--- src/hdl/epp_pkg.sv ---
`timescale 1ns / 1ps
// ----------------------------------------------------------------------------
// epp_pkg - shared types and constants of the e-paper palette packer
// Field widths, colour codes, pigment table and channel widening helpers.
// ----------------------------------------------------------------------------
package epp_pkg;

	localparam int XW       = 10;
	localparam int YW       = 10;
	localparam int RGBW     = 16;
	localparam int CFGW     = 11;
	localparam int IDXW     = 19;
	localparam int CODEW    = 3;
	localparam int CHW      = 8;
	localparam int DISTW    = 18;
	localparam int NPIG     = 4;
	localparam int PIGW     = 2;
	localparam int QDEPTH   = 2;
	localparam int APB_AW   = 3;
	localparam int APB_DW   = 32;
	localparam int SATW     = 13;   // holds any panel maximum up to 4096

	localparam int MAX_WIDTH_DEF  = 1024;
	localparam int MAX_HEIGHT_DEF = 1024;

	localparam logic [CFGW-1:0] WIDTH_RST  = 11'd400;
	localparam logic [CFGW-1:0] HEIGHT_RST = 11'd600;

	// register index, taken from paddr[2]
	localparam logic REG_PANEL_WIDTH  = 1'b0;
	localparam logic REG_PANEL_HEIGHT = 1'b1;

	localparam logic [CHW-1:0] GREY_SPREAD    = 8'd32;
	localparam logic [CHW-1:0] LUM_DARK_LIMIT = 8'd70;
	localparam logic [15:0]    LUM_KR = 16'd77;
	localparam logic [15:0]    LUM_KG = 16'd150;
	localparam logic [15:0]    LUM_KB = 16'd29;

	localparam logic [13:0] W5_MUL = 14'd527;
	localparam logic [13:0] W5_ADD = 14'd23;
	localparam logic [13:0] W6_MUL = 14'd259;
	localparam logic [13:0] W6_ADD = 14'd33;

	localparam logic [CODEW-1:0] COLOR_BLACK  = 3'd0;
	localparam logic [CODEW-1:0] COLOR_WHITE  = 3'd1;
	localparam logic [CODEW-1:0] COLOR_YELLOW = 3'd2;
	localparam logic [CODEW-1:0] COLOR_RED    = 3'd3;
	localparam logic [CODEW-1:0] COLOR_UNUSED = 3'd4;
	localparam logic [CODEW-1:0] COLOR_BLUE   = 3'd5;
	localparam logic [CODEW-1:0] COLOR_GREEN  = 3'd6;
	localparam logic [CODEW-1:0] COLOR_SPARE  = 3'd7;

	localparam logic [CHW-1:0]   PIG_R    [NPIG] = '{8'd255, 8'd191, 8'd100, 8'd67};
	localparam logic [CHW-1:0]   PIG_G    [NPIG] = '{8'd243, 8'd0,   8'd64,  8'd138};
	localparam logic [CHW-1:0]   PIG_B    [NPIG] = '{8'd56,  8'd0,   8'd255, 8'd28};
	localparam logic [CODEW-1:0] PIG_CODE [NPIG] = '{COLOR_YELLOW, COLOR_RED,
		COLOR_BLUE, COLOR_GREEN};

	typedef struct packed {
		logic [XW-1:0]  x;
		logic [YW-1:0]  y;
		logic [CHW-1:0] r;
		logic [CHW-1:0] g;
		logic [CHW-1:0] b;
		logic           grey;
	} epp_item_t;

	typedef struct packed {
		logic full;
		logic empty;
	} epp_qstat_t;

	function automatic logic [CHW-1:0] widen5(input logic [4:0] c);
		logic [13:0] t;
		t = 14'(c) * W5_MUL + W5_ADD;
		return t[13:6];
	endfunction

	function automatic logic [CHW-1:0] widen6(input logic [5:0] c);
		logic [13:0] t;
		t = 14'(c) * W6_MUL + W6_ADD;
		return t[13:6];
	endfunction

endpackage

--- src/hdl/epp_ifs.sv ---
`timescale 1ns / 1ps
// ----------------------------------------------------------------------------
// epp_ifs - stream interfaces of the palette packer
// Pixel request channel in, nibble write request channel out.
// ----------------------------------------------------------------------------
interface epp_pix_if;
	import epp_pkg::*;
	logic            valid;
	logic            ready;
	logic [XW-1:0]   pixel_x;
	logic [YW-1:0]   pixel_y;
	logic [RGBW-1:0] pixel_rgb565;

	modport source (output valid, pixel_x, pixel_y, pixel_rgb565, input ready);
	modport sink   (input valid, pixel_x, pixel_y, pixel_rgb565, output ready);
endinterface

interface epp_nib_if;
	import epp_pkg::*;
	logic             valid;
	logic             ready;
	logic [IDXW-1:0]  byte_index;
	logic             high_nibble;
	logic [CODEW-1:0] color_code;

	modport source (output valid, byte_index, high_nibble, color_code, input ready);
	modport sink   (input valid, byte_index, high_nibble, color_code, output ready);
endinterface

--- src/hdl/rgb565_to_epaper_palette_packer_core.sv ---
`timescale 1ns / 1ps
// ----------------------------------------------------------------------------
// rgb565_to_epaper_palette_packer_core - RGB565 pixel to e-paper nibble write
// Maps each on-panel pixel to a black/white or pigment code and its frame
// buffer byte and nibble position.
// ----------------------------------------------------------------------------
//
//  channel  | direction | handshake     | contents
//  ---------+-----------+---------------+------------------------------------
//  pixel    | in        | valid/ready   | pixel_x, pixel_y, pixel_rgb565
//  nib      | out       | valid/ready   | byte_index, high_nibble, color_code
//  apb      | in        | psel/penable  | panel_width @0x0, panel_height @0x4
//
//  One pixel request per cycle unless the queue is full; the front is
//  combinational, the queue and two back stages are registered, and a
//  pixel passes queue, stage 1 and stage 2 before nib.valid. Off-panel
//  pixels are taken and dropped. Reset puts the panel at 400 x 600 and
//  empties queue and back stages. A stall on nib fills the back stages
//  and then the two-entry queue before pixel.ready drops, which depends
//  only on the queue fill.
module rgb565_to_epaper_palette_packer_core #(
	parameter int MAX_WIDTH  = epp_pkg::MAX_WIDTH_DEF,
	parameter int MAX_HEIGHT = epp_pkg::MAX_HEIGHT_DEF
) (
	input  logic                         clk,
	input  logic                         arst_n,
	input  logic                         psel,
	input  logic                         penable,
	input  logic                         pwrite,
	input  logic [epp_pkg::APB_AW-1:0]   paddr,
	input  logic [epp_pkg::APB_DW-1:0]   pwdata,
	output logic [epp_pkg::APB_DW-1:0]   prdata,
	output logic                         pready,
	epp_pix_if.sink                      pixel,
	epp_nib_if.source                    nib
);
	import epp_pkg::*;

	localparam logic [SATW-1:0] MAXW = SATW'(MAX_WIDTH);
	localparam logic [SATW-1:0] MAXH = SATW'(MAX_HEIGHT);

	logic [CFGW-1:0] width_q, height_q;
	logic [CFGW-1:0] w_eff, h_eff;
	logic            reg_sel;
	logic            q_push, q_pop;
	epp_item_t       q_wdata, q_rdata;
	epp_qstat_t      qstat;

	// --- configuration registers ------------------------------------------
	// register index is the word address; byte lanes below it are ignored
	assign reg_sel = paddr[2];
	assign pready  = 1'b1;

	always_ff @(posedge clk or negedge arst_n) begin
		if (!arst_n) begin
			width_q  <= WIDTH_RST;
			height_q <= HEIGHT_RST;
		end else if (psel && penable && pwrite) begin
			unique case (reg_sel)
				REG_PANEL_WIDTH:  width_q  <= pwdata[CFGW-1:0];
				REG_PANEL_HEIGHT: height_q <= pwdata[CFGW-1:0];
			endcase
		end
	end

	always_comb begin
		unique case (reg_sel)
			REG_PANEL_WIDTH:  prdata = APB_DW'(width_q);
			REG_PANEL_HEIGHT: prdata = APB_DW'(height_q);
		endcase
	end

	// clamp to the panel maximum; the clamped value never exceeds the
	// register, so it still fits its width
	assign w_eff = ({(SATW-CFGW)'(0), width_q} > MAXW)  ? MAXW[CFGW-1:0] : width_q;
	assign h_eff = ({(SATW-CFGW)'(0), height_q} > MAXH) ? MAXH[CFGW-1:0] : height_q;

	// --- datapath ---------------------------------------------------------
	epp_front u_front (
		.pixel (pixel),
		.w_eff (w_eff),
		.h_eff (h_eff),
		.qstat (qstat),
		.push  (q_push),
		.item  (q_wdata)
	);

	epp_queue u_queue (
		.clk    (clk),
		.arst_n (arst_n),
		.push   (q_push),
		.wdata  (q_wdata),
		.pop    (q_pop),
		.rdata  (q_rdata),
		.qstat  (qstat)
	);

	epp_back u_back (
		.clk    (clk),
		.arst_n (arst_n),
		.w_eff  (w_eff),
		.qstat  (qstat),
		.item   (q_rdata),
		.pop    (q_pop),
		.nib    (nib)
	);

	// --- checks -----------------------------------------------------------
	a_no_push_full: assert property (@(posedge clk) disable iff (!arst_n)
		q_push |-> !qstat.full)
		else $error("queue written while full");

	a_no_pop_empty: assert property (@(posedge clk) disable iff (!arst_n)
		q_pop |-> !qstat.empty)
		else $error("queue read while empty");

	a_code_legal: assert property (@(posedge clk) disable iff (!arst_n)
		nib.valid |-> (nib.color_code != COLOR_UNUSED && nib.color_code != COLOR_SPARE))
		else $error("unassigned colour code on output");

	a_push_accepted: assert property (@(posedge clk) disable iff (!arst_n)
		q_push |-> (pixel.valid && pixel.ready))
		else $error("queue written without an accepted pixel");

endmodule

--- src/hdl/epp_front.sv ---
`timescale 1ns / 1ps
// ----------------------------------------------------------------------------
// epp_front - pixel intake and classification
// Drops pixels off the panel, widens channels and flags grey pixels.
// ----------------------------------------------------------------------------
module epp_front (
	epp_pix_if.sink                     pixel,
	input  logic [epp_pkg::CFGW-1:0]    w_eff,
	input  logic [epp_pkg::CFGW-1:0]    h_eff,
	input  epp_pkg::epp_qstat_t         qstat,
	output logic                        push,
	output epp_pkg::epp_item_t          item
);
	import epp_pkg::*;

	logic           in_range;
	logic [CHW-1:0] r, g, b, hi, lo, spread;

	always_comb begin
		r = widen5(pixel.pixel_rgb565[15:11]);
		g = widen6(pixel.pixel_rgb565[10:5]);
		b = widen5(pixel.pixel_rgb565[4:0]);
		hi = r;
		lo = r;
		if (g > hi) hi = g;
		if (b > hi) hi = b;
		if (g < lo) lo = g;
		if (b < lo) lo = b;
		spread = hi - lo;
	end

	assign in_range = ({1'b0, pixel.pixel_x} < w_eff) && ({1'b0, pixel.pixel_y} < h_eff);

	// off-panel pixels are taken but never queued
	assign pixel.ready = !qstat.full;
	assign push        = pixel.valid && pixel.ready && in_range;

	assign item.x    = pixel.pixel_x;
	assign item.y    = pixel.pixel_y;
	assign item.r    = r;
	assign item.g    = g;
	assign item.b    = b;
	assign item.grey = spread < GREY_SPREAD;

endmodule

--- src/hdl/epp_queue.sv ---
`timescale 1ns / 1ps
// ----------------------------------------------------------------------------
// epp_queue - short queue between front and back
// Two entry FIFO, full and empty status decoded from a registered count.
// ----------------------------------------------------------------------------
module epp_queue (
	input  logic                clk,
	input  logic                arst_n,
	input  logic                push,
	input  epp_pkg::epp_item_t  wdata,
	input  logic                pop,
	output epp_pkg::epp_item_t  rdata,
	output epp_pkg::epp_qstat_t qstat
);
	import epp_pkg::*;

	localparam int PW = $clog2(QDEPTH);
	localparam int CW = $clog2(QDEPTH + 1);

	epp_item_t       entry_q [QDEPTH];
	logic [PW-1:0]   wptr_q, rptr_q;
	logic [CW-1:0]   count_q;

	always_ff @(posedge clk) begin
		if (push) entry_q[wptr_q] <= wdata;
	end

	always_ff @(posedge clk or negedge arst_n) begin
		if (!arst_n) begin
			wptr_q  <= '0;
			rptr_q  <= '0;
			count_q <= '0;
		end else begin
			if (push) wptr_q <= (wptr_q == PW'(QDEPTH - 1)) ? '0 : wptr_q + 1'b1;
			if (pop)  rptr_q <= (rptr_q == PW'(QDEPTH - 1)) ? '0 : rptr_q + 1'b1;
			if (push && !pop)      count_q <= count_q + 1'b1;
			else if (pop && !push) count_q <= count_q - 1'b1;
		end
	end

	assign rdata       = entry_q[rptr_q];
	assign qstat.full  = count_q == CW'(QDEPTH);
	assign qstat.empty = count_q == '0;

endmodule

--- src/hdl/epp_back.sv ---
`timescale 1ns / 1ps
// ----------------------------------------------------------------------------
// epp_back - colour decision and address generation
// Stage 1: luminance, pigment distances, byte index. Stage 2: result register.
// ----------------------------------------------------------------------------
module epp_back (
	input  logic                        clk,
	input  logic                        arst_n,
	input  logic [epp_pkg::CFGW-1:0]    w_eff,
	input  epp_pkg::epp_qstat_t         qstat,
	input  epp_pkg::epp_item_t          item,
	output logic                        pop,
	epp_nib_if.source                   nib
);
	import epp_pkg::*;

	logic                v_s1, v_s2;
	logic [IDXW-1:0]     idx_s1, idx_s2;
	logic                hi_s1, hi_s2;
	logic                grey_s1, dark_s1;
	logic [DISTW-1:0]    dist_s1 [NPIG];
	logic [CODEW-1:0]    code_s2;

	logic                s1_ready, s2_ready;
	logic [15:0]         lum_sum;
	logic [DISTW-1:0]    pig_dist [NPIG];
	logic [CHW-1:0]      dr, dg, db;
	logic [2*YW-1:0]     prod;
	logic [PIGW-1:0]     best;
	logic [CODEW-1:0]    code;

	assign s2_ready = !v_s2 || nib.ready;
	assign s1_ready = !v_s1 || s2_ready;
	assign pop      = !qstat.empty && s1_ready;

	always_comb begin
		lum_sum = 16'(item.r) * LUM_KR + 16'(item.g) * LUM_KG + 16'(item.b) * LUM_KB;
		for (int p = 0; p < NPIG; p++) begin
			dr = (item.r > PIG_R[p]) ? item.r - PIG_R[p] : PIG_R[p] - item.r;
			dg = (item.g > PIG_G[p]) ? item.g - PIG_G[p] : PIG_G[p] - item.g;
			db = (item.b > PIG_B[p]) ? item.b - PIG_B[p] : PIG_B[p] - item.b;
			pig_dist[p] = DISTW'(16'(dr) * 16'(dr)) + DISTW'(16'(dg) * 16'(dg))
				+ DISTW'(16'(db) * 16'(db));
		end
		// rows are w/2 bytes long, rounded down
		prod = (2*YW)'(item.y) * (2*YW)'(w_eff[CFGW-1:1]);
	end

	always_ff @(posedge clk) begin
		if (pop) begin
			idx_s1  <= IDXW'(prod + (2*YW)'(item.x[XW-1:1]));
			hi_s1   <= !item.x[0];
			grey_s1 <= item.grey;
			dark_s1 <= lum_sum[15:8] > LUM_DARK_LIMIT;
			for (int p = 0; p < NPIG; p++) dist_s1[p] <= pig_dist[p];
		end
	end

	// nearest pigment, strict compare keeps the earlier entry on a tie
	always_comb begin
		best = '0;
		for (int p = 1; p < NPIG; p++) begin
			if (dist_s1[p] < dist_s1[best]) best = PIGW'(p);
		end
		if (grey_s1) code = dark_s1 ? COLOR_BLACK : COLOR_WHITE;
		else         code = PIG_CODE[best];
	end

	always_ff @(posedge clk) begin
		if (s2_ready && v_s1) begin
			idx_s2  <= idx_s1;
			hi_s2   <= hi_s1;
			code_s2 <= code;
		end
	end

	always_ff @(posedge clk or negedge arst_n) begin
		if (!arst_n) begin
			v_s1 <= 1'b0;
			v_s2 <= 1'b0;
		end else begin
			if (s1_ready) v_s1 <= pop;
			if (s2_ready) v_s2 <= v_s1;
		end
	end

	assign nib.valid       = v_s2;
	assign nib.byte_index  = idx_s2;
	assign nib.high_nibble = hi_s2;
	assign nib.color_code  = code_s2;

endmodule

--- src/flat_wrapper.sv ---
// flat-port wrapper written by rule: the top's interface ports become plain ports
module rgb565_to_epaper_palette_packer_core_flat import epp_pkg::*;
#(
	parameter int MAX_WIDTH  = epp_pkg::MAX_WIDTH_DEF,
	parameter int MAX_HEIGHT = epp_pkg::MAX_HEIGHT_DEF
)
  (clk, arst_n, psel, penable, pwrite, paddr, pwdata, prdata, pready, pixel_valid, pixel_pixel_x, pixel_pixel_y, pixel_pixel_rgb565, pixel_ready, nib_valid, nib_byte_index, nib_high_nibble, nib_color_code, nib_ready);
  epp_pix_if pixel_i ();
  epp_nib_if nib_i ();
  input  logic clk;
  input  logic arst_n;
  input  logic psel;
  input  logic penable;
  input  logic pwrite;
  input  logic [epp_pkg::APB_AW-1:0] paddr;
  input  logic [epp_pkg::APB_DW-1:0] pwdata;
  output logic [epp_pkg::APB_DW-1:0] prdata;
  output logic pready;
  input wire logic [$bits(pixel_i.valid)-1:0] pixel_valid;
  input wire logic [$bits(pixel_i.pixel_x)-1:0] pixel_pixel_x;
  input wire logic [$bits(pixel_i.pixel_y)-1:0] pixel_pixel_y;
  input wire logic [$bits(pixel_i.pixel_rgb565)-1:0] pixel_pixel_rgb565;
  output wire logic [$bits(pixel_i.ready)-1:0] pixel_ready;
  output wire logic [$bits(nib_i.valid)-1:0] nib_valid;
  output wire logic [$bits(nib_i.byte_index)-1:0] nib_byte_index;
  output wire logic [$bits(nib_i.high_nibble)-1:0] nib_high_nibble;
  output wire logic [$bits(nib_i.color_code)-1:0] nib_color_code;
  input wire logic [$bits(nib_i.ready)-1:0] nib_ready;
  assign pixel_i.valid = pixel_valid;
  assign pixel_i.pixel_x = pixel_pixel_x;
  assign pixel_i.pixel_y = pixel_pixel_y;
  assign pixel_i.pixel_rgb565 = pixel_pixel_rgb565;
  assign pixel_ready = pixel_i.ready;
  assign nib_valid = nib_i.valid;
  assign nib_byte_index = nib_i.byte_index;
  assign nib_high_nibble = nib_i.high_nibble;
  assign nib_color_code = nib_i.color_code;
  assign nib_i.ready = nib_ready;
  rgb565_to_epaper_palette_packer_core #(.MAX_WIDTH(MAX_WIDTH), .MAX_HEIGHT(MAX_HEIGHT)) u_core (.clk(clk), .arst_n(arst_n), .psel(psel), .penable(penable), .pwrite(pwrite), .paddr(paddr), .pwdata(pwdata), .prdata(prdata), .pready(pready), .pixel(pixel_i), .nib(nib_i));
endmodule
--- config.mk ---
export PLATFORM = sky130hd
export DESIGN_NAME = rgb565_to_epaper_palette_packer_core_flat
export DESIGN_NICKNAME = d
export VERILOG_FILES = /design/src/hdl/epp_pkg.sv /design/src/hdl/epp_ifs.sv /design/src/hdl/rgb565_to_epaper_palette_packer_core.sv /design/src/hdl/epp_front.sv /design/src/hdl/epp_queue.sv /design/src/hdl/epp_back.sv /design/src/flat_wrapper.sv
export SDC_FILE = /design/constraint.sdc
export NUM_CORES = 2
export LEC_CHECK = 0
export BUFFER_PORTS_ARGS = -buffer_cell sky130_fd_sc_hd__buf_2
export CAP_MARGIN = 10
export CELL_PAD_IN_SITES_DETAIL_PLACEMENT = 0
export CELL_PAD_IN_SITES_GLOBAL_PLACEMENT = 1
export CORE_MARGIN = 10
export CORE_UTILIZATION = 35
export DETAILED_ROUTE_END_ITERATION = 12
export PLACE_DENSITY = 0.67
export SLEW_MARGIN = 0
export SYNTH_ARGS = -nofsm -noshare
export SYNTH_HDL_FRONTEND = slang
export SYNTH_SLANG_ARGS = --single-unit
--- constraint.sdc ---
create_clock -name clk -period 16.2 [get_ports clk]
set_input_delay 4.86 -clock clk [delete_from_list [all_inputs] [get_ports clk]]
set_output_delay 4.86 -clock clk [all_outputs]
set_load 0.02 [all_outputs]
---- Word level (Yosys, flattened, before mapping) ----
Memories as Yosys holds them, arrays and structs flattened.
Cells that the tools add are included.
storage, ports and cells
  output and inout port bits .............. 58
  RAM bits ................................ 162
  word-level logic and storage cells ...... 162
  input bits .............................. 78
  register bits after elaboration ......... 73
  memories kept ........................... 2
memories
  memory                  depth  bits a word  rd ports  clocked after Yosys merged registers in  write ports  RTL line         source
  u_core.u_queue.entry_q  2      45           1         0                                        1            epp_queue.sv:20  epp_item_t entry_q [QDEPTH];
  u_core.u_back.dist_s1   4      18           6         0                                        4            epp_back.sv:21   logic [DISTW-1:0] dist_s1 [NPIG];
cells by class
  eq/ne operators ......................... 1
  magnitude comparators ................... 26
  add/subtract/negate cells ............... 41
  $mul .................................... 19
  muxes and demuxes ....................... 35
  reduce and logical (&&, ||, !) cells .... 22
  bitwise logic cells ..................... 2
operators with widths
  operator                 number
  $mul A8 B8 Y16           12
  $mux W8                  16
  $add A17 B16 Y18         4
  $add A16 B16 Y17         4
  $pmux W32 S2             1
  $lt A18 B18 Y1           3
  $gt A8 B8 Y1 const B     5
  $sub A8 B8 Y8 const A    5
  $sub A8 B8 Y8 const B    5
  $gt A8 B7 Y1 const B     4
  $mul A8 B7 Y15 const B   2
  $add A14 B5 Y14 const B  2
  $mul A5 B10 Y14 const B  2
  $sub A7 B8 Y8 const A    3
  $sub A8 B7 Y8 const B    3
  $gt A11 B11 Y1 const B   2
  $lt A10 B11 Y1           2
  $mux W11                 2
  $add A19 B9 Y19          1
  $mul A10 B10 Y19         1
  $add A15 B16 Y16         1
  $add A16 B13 Y16         1
  $gt A8 B1 Y1 const B     2
  $gt A8 B8 Y1             2
  other kinds (30)         61

---- Longest topological paths before layout ----
An unclocked memory read counts as a cell.
  word-level depth ........................ 14
  depth in mapped cells ................... 40
  depth with buffers taken out ............ 39

---- Hierarchy ----
From an unflattened synthesis, not the netlist that was laid out.
second synthesis, totals
  cells, all modules ...................... 4,360
  area total of the unflattened synthesis .. 43,382.9 um2
by module, submodules not included
  module                                area each (um2)  instances  cells an instance  seq. area each (um2)
  epp_back                              34,719.5         1          3,642              3,473.3
  epp_front                             3,647.2          1          454                0.0
  epp_queue                             3,633.5          1          156                2,802.7
  rgb565_to_epaper_palette_packer_core  1,382.6          1          108                559.3

---- Least setup slack after synthesis ----
No wires, ideal clock.
  path kind ............................... input port to flip-flop
  start ................................... input port pixel_pixel_rgb565[14]
  end ..................................... memory u_core.u_queue.entry_q[0][0] (netlist bit), data pin
  setup slack ............................. 3.651 ns
  buffers on the path ..................... 2
  library setup time ...................... 0.263 ns
  data required time ...................... 15.937 ns
  arrival time ............................ 12.286 ns
  stages .................................. 37
  cell sequence ........................... inv_1 ha_1 inv_1 fa_1 fa_1 ha_1 a21oi_1 nand2_1 a21oi_1 nor2b_1 o21a_1 o21a_1 nor2_1 inv_1 ha_1 o21ai_0 nand2b_1 a21oi_1 or4_1 buf_2 a31oi_4 mux2i_1 ha_1 nor2b_1 o21ai_0 a21oi_1 o21ai_0 a22oi_1 dlygate4sd3_1 o21ai_0 ha_1 a21o_1 a21o_1 a21oi_1 o21ai_1 nor3b_1 a211o_1
RTL lines
  element      RTL line            source
  from (decl)  flat_wrapper.sv:22  input wire logic [$bits(pixel_i.pixel_rgb565)-1:0] pixel_pixel_rgb565;
  to (decl)    epp_queue.sv:20

==> flow_metrics.env <==
export IMPL_run_status="complete, no violations"
export IMPL_finalSetupTns_ps=0
export IMPL_syn_area_um2=41800
export IMPL_critical_path_class="in -> reg"
export IMPL_start_kind="input port"
export IMPL_drtPass1Iterations=5
export IMPL_final_cell_mix="inv_1 (1042), fa_1 (666), ha_1 (640)"
export IMPL_viasPerCell=4.68
export IMPL_critPathSlowestCell="nor3_1"
export IMPL_place_congestion=0.843
export IMPL_arrival_ps=13390
export IMPL_clockBufferDepth=3
export IMPL_htree_levels=1
export IMPL_ioPinCount=136
export IMPL_startpoint="pixel_pixel_rgb565[14]"
export IMPL_worstReg2RegStart="u_core.u_queue.rptr_q$_DFFE_PN0P_"
export IMPL_grt_overflow_total=0
export IMPL_synth_cells=4227
export IMPL_min_period_ps=13030
export IMPL_async_flop_share_pct=12.1
export IMPL_synth_area_per_cell_um2=9.89
export IMPL_die_h_um=366
export IMPL_path_clk_slew_ps=60
export IMPL_num_rows=126
export IMPL_worst_slew_pin_slew_ps=1170
export IMPL_timing_slew_headroom_pct=22.2
export IMPL_drive_above_1_share_pct=8.11
export IMPL_num_nets_final=5753
export IMPL_die_w_um=366
export IMPL_cts_buffers=30
export IMPL_synth_ff_type="edfxtp_1"
export IMPL_slew_viol_final=0
export IMPL_yosysWarnings=0
export IMPL_grt_max_degree=63
export IMPL_yosysUniqueCellTypes=81
export IMPL_cts_resized=0
export IMPL_hold_viol=0
export IMPL_routed_wl_mm=104
export IMPL_grt_pass1_wl_mm=168
export IMPL_initial_core_util_pct=35.3
export IMPL_clockRootBuffer="clkbuf_16"
export IMPL_worstSkewPairLatency_ps=610
export IMPL_hp_start="u_core.u_back.idx_s1[10]$_DFFE_PP_"
export IMPL_finalCritPeriodShare_pct=80.5
export IMPL_required_ps=16560
export IMPL_rsz0062_at_grt="no"
export IMPL_synth_edff_count=204
export IMPL_clkSinkCount=232
export IMPL_fmax_ghz=0.0767
export IMPL_postCtsSetupRepairBufs=0
export IMPL_hpwlAfterDp_mm=88.0
export IMPL_cpMostUsedCell="a21oi_1"
export IMPL_drtIter0Drc=1359
export IMPL_area_growth_pct=9.09
export IMPL_grt_total_usage_pct=16.0
export IMPL_cp_end_kind="register"
export IMPL_skew_ps=17.8
export IMPL_grt_pass1_vias=30300
export IMPL_path_max_fanout=16
export IMPL_fillers=11900
export IMPL_ys_ff_latch=232
export IMPL_setup_violations=0
export IMPL_slowest_delay_ps=800
export IMPL_antenna_found_initial=10
export IMPL_cts_tree="done"
export IMPL_drc=0
export IMPL_routedWlPerCell_um=17.4
export IMPL_via_count=28100
export IMPL_hp_class="reg -> reg"
export IMPL_ff2ff_setup_slack_ps=4530
export IMPL_ys_seq_area_share_pct=16.3
export IMPL_postCtsHoldBufs=0
export IMPL_core_area_um2=118000
export IMPL_ant_nets=0
export IMPL_maxCapViolations=0
export IMPL_die_area_um2=134000
export IMPL_final_common_cell="inv_1"
export IMPL_portBuffers=90
==> state kept, by name (all words and copies together) (netlist names) <==
register                       cells
u_core.u_back.nib.byte_index      19
u_core.height_q                   11
u_core.u_queue.entry_q            90
u_core.u_back.v_s1                 1
u_core.u_queue.rptr_q              1
u_core.u_back.grey_s1              1
u_core.u_back.nib.color_code       3
u_core.u_back.nib.valid            1
u_core.u_back.idx_s1              19
u_core.u_back.dark_s1              1
u_core.width_q                    11
u_core.u_queue.count_q             2
u_core.u_queue.wptr_q              1
u_core.u_back.hi_s1                1
u_core.u_back.nib.high_nibble      1
u_core.u_back.dist_s1             69
==> cell usage after synthesis (7+ instances only) <==
master / count / share of area [%]
a21boi_0: 22 / 0.40
a21o_1: 58 / 1.0
a21oi_1: 122 / 1.5
and2_1: 19 / 0.28
buf_1: 7 / 0.063
buf_4: 22 / 0.40
clkbuf_1: 46 / 0.41
clkinv_1: 9 / 0.081
dfrtp_1: 21 / 1.3
dfstp_2: 7 / 0.44
edfxtp_1: 204 / 15
fa_1: 666 / 32
ha_1: 640 / 19
inv_1: 1043 / 9.4
mux2_2: 79 / 2.1
mux2i_1: 68 / 1.6
nand2_1: 229 / 2.1
nand2b_1: 44 / 0.66
nand3_1: 22 / 0.26
nand4_1: 18 / 0.27
nor2_1: 388 / 3.5
nor2b_1: 34 / 0.51
nor3_1: 36 / 0.43
nor4_1: 8 / 0.12
o211ai_1: 7 / 0.13
o21a_1: 12 / 0.22
o21ai_0: 91 / 1.1
o21ai_1: 8 / 0.096
o21bai_1: 7 / 0.13
or2_2: 26 / 0.39
xnor2_1: 130 / 2.7
xor2_1: 32 / 0.67
==> routing by layer <==
| layer | up-vias | global-route usage, % | part of all wire [%] |
|---|---|---|---|
| li1 | 13500 | - | - |
| met1 | 14100 | 21.6 | 46 |
| met2 | 412 | 27.7 | 48 |
| met3 | 89 | 2.24 | 4.1 |
| met4 | 12 | 2.37 | 1.7 |
| met5 | - | 0 | 0.087 |
==> stage by stage <==
step,util [%],cells,setup WS (ps),instance area [um^2],hold WS [ps]
floorplan,-,4248,3650,41900,400
global placement,37.7,5936,2470,44600,406
CTS,38.5,5991,3270,45600,412
detailed placement,37.7,5936,2610,44600,405
global route,38.5,5992,2420,45600,428
finish,38.5,5994,3170,45600,409
==> critical path: cells and delay by family <==
family	cells	cell delay, ps
fa+ha+maj	7	2460
compound gates	14	3080
buf+inv	4	400
simple gates	12	2580
==> kinds of logic (layout without fill, tap and decap cells) <==
| logic type | Yosys count | after routing | share of synthesized area (%) |
|---|---|---|---|
| mux | 148 | 148 | 3.78 |
| xor+xnor | 165 | 165 | 3.55 |
| simple gates | 854 | 854 | 9.05 |
| other cells | 2 | 25 | 0.0180 |
| compound gates | 387 | 387 | 5.82 |
| buf+inv | 1133 | 1277 | 10.4 |
| flops | 232 | 232 | 16.3 |
| fa+ha+maj | 1306 | 1306 | 51.0 |
==> path summary, 6_finish.rpt <==
path	end	cells past startpoint
setup / recovery	u_core.u_queue.entry_q[1][0]$_DFFE_PP_	37
hold / removal	u_core.u_back.nib.byte_index[10]$_DFFE_PP_	0
setup reg to reg	u_core.u_back.dist_s1[2][17]$_DFFE_PP_	33
hold reg to reg	u_core.u_back.nib.byte_index[10]$_DFFE_PP_	0
max in group asynchronous	u_core.u_queue.rptr_q$_DFFE_PN0P_	1
min in group asynchronous	u_core.u_back.nib.valid$_DFFE_PN0P_	1
==> final cells by class <==
type	instances	area [um^2]	share of cell area, %
diodes	2	5.00	0.0110
clock buffers	38	791	1.73
clock inverters	17	209	0.458
inverters	1055	3960	8.69
multi-input cells	2883	30800	67.5
flip-flops and latches	232	6840	15.0
well taps	1600	2000	4.39
repair buffers	167	1030	2.25
Power is not shown: default switching activity piles up to over one toggle a cycle in this logic, so the estimate is an artifact.
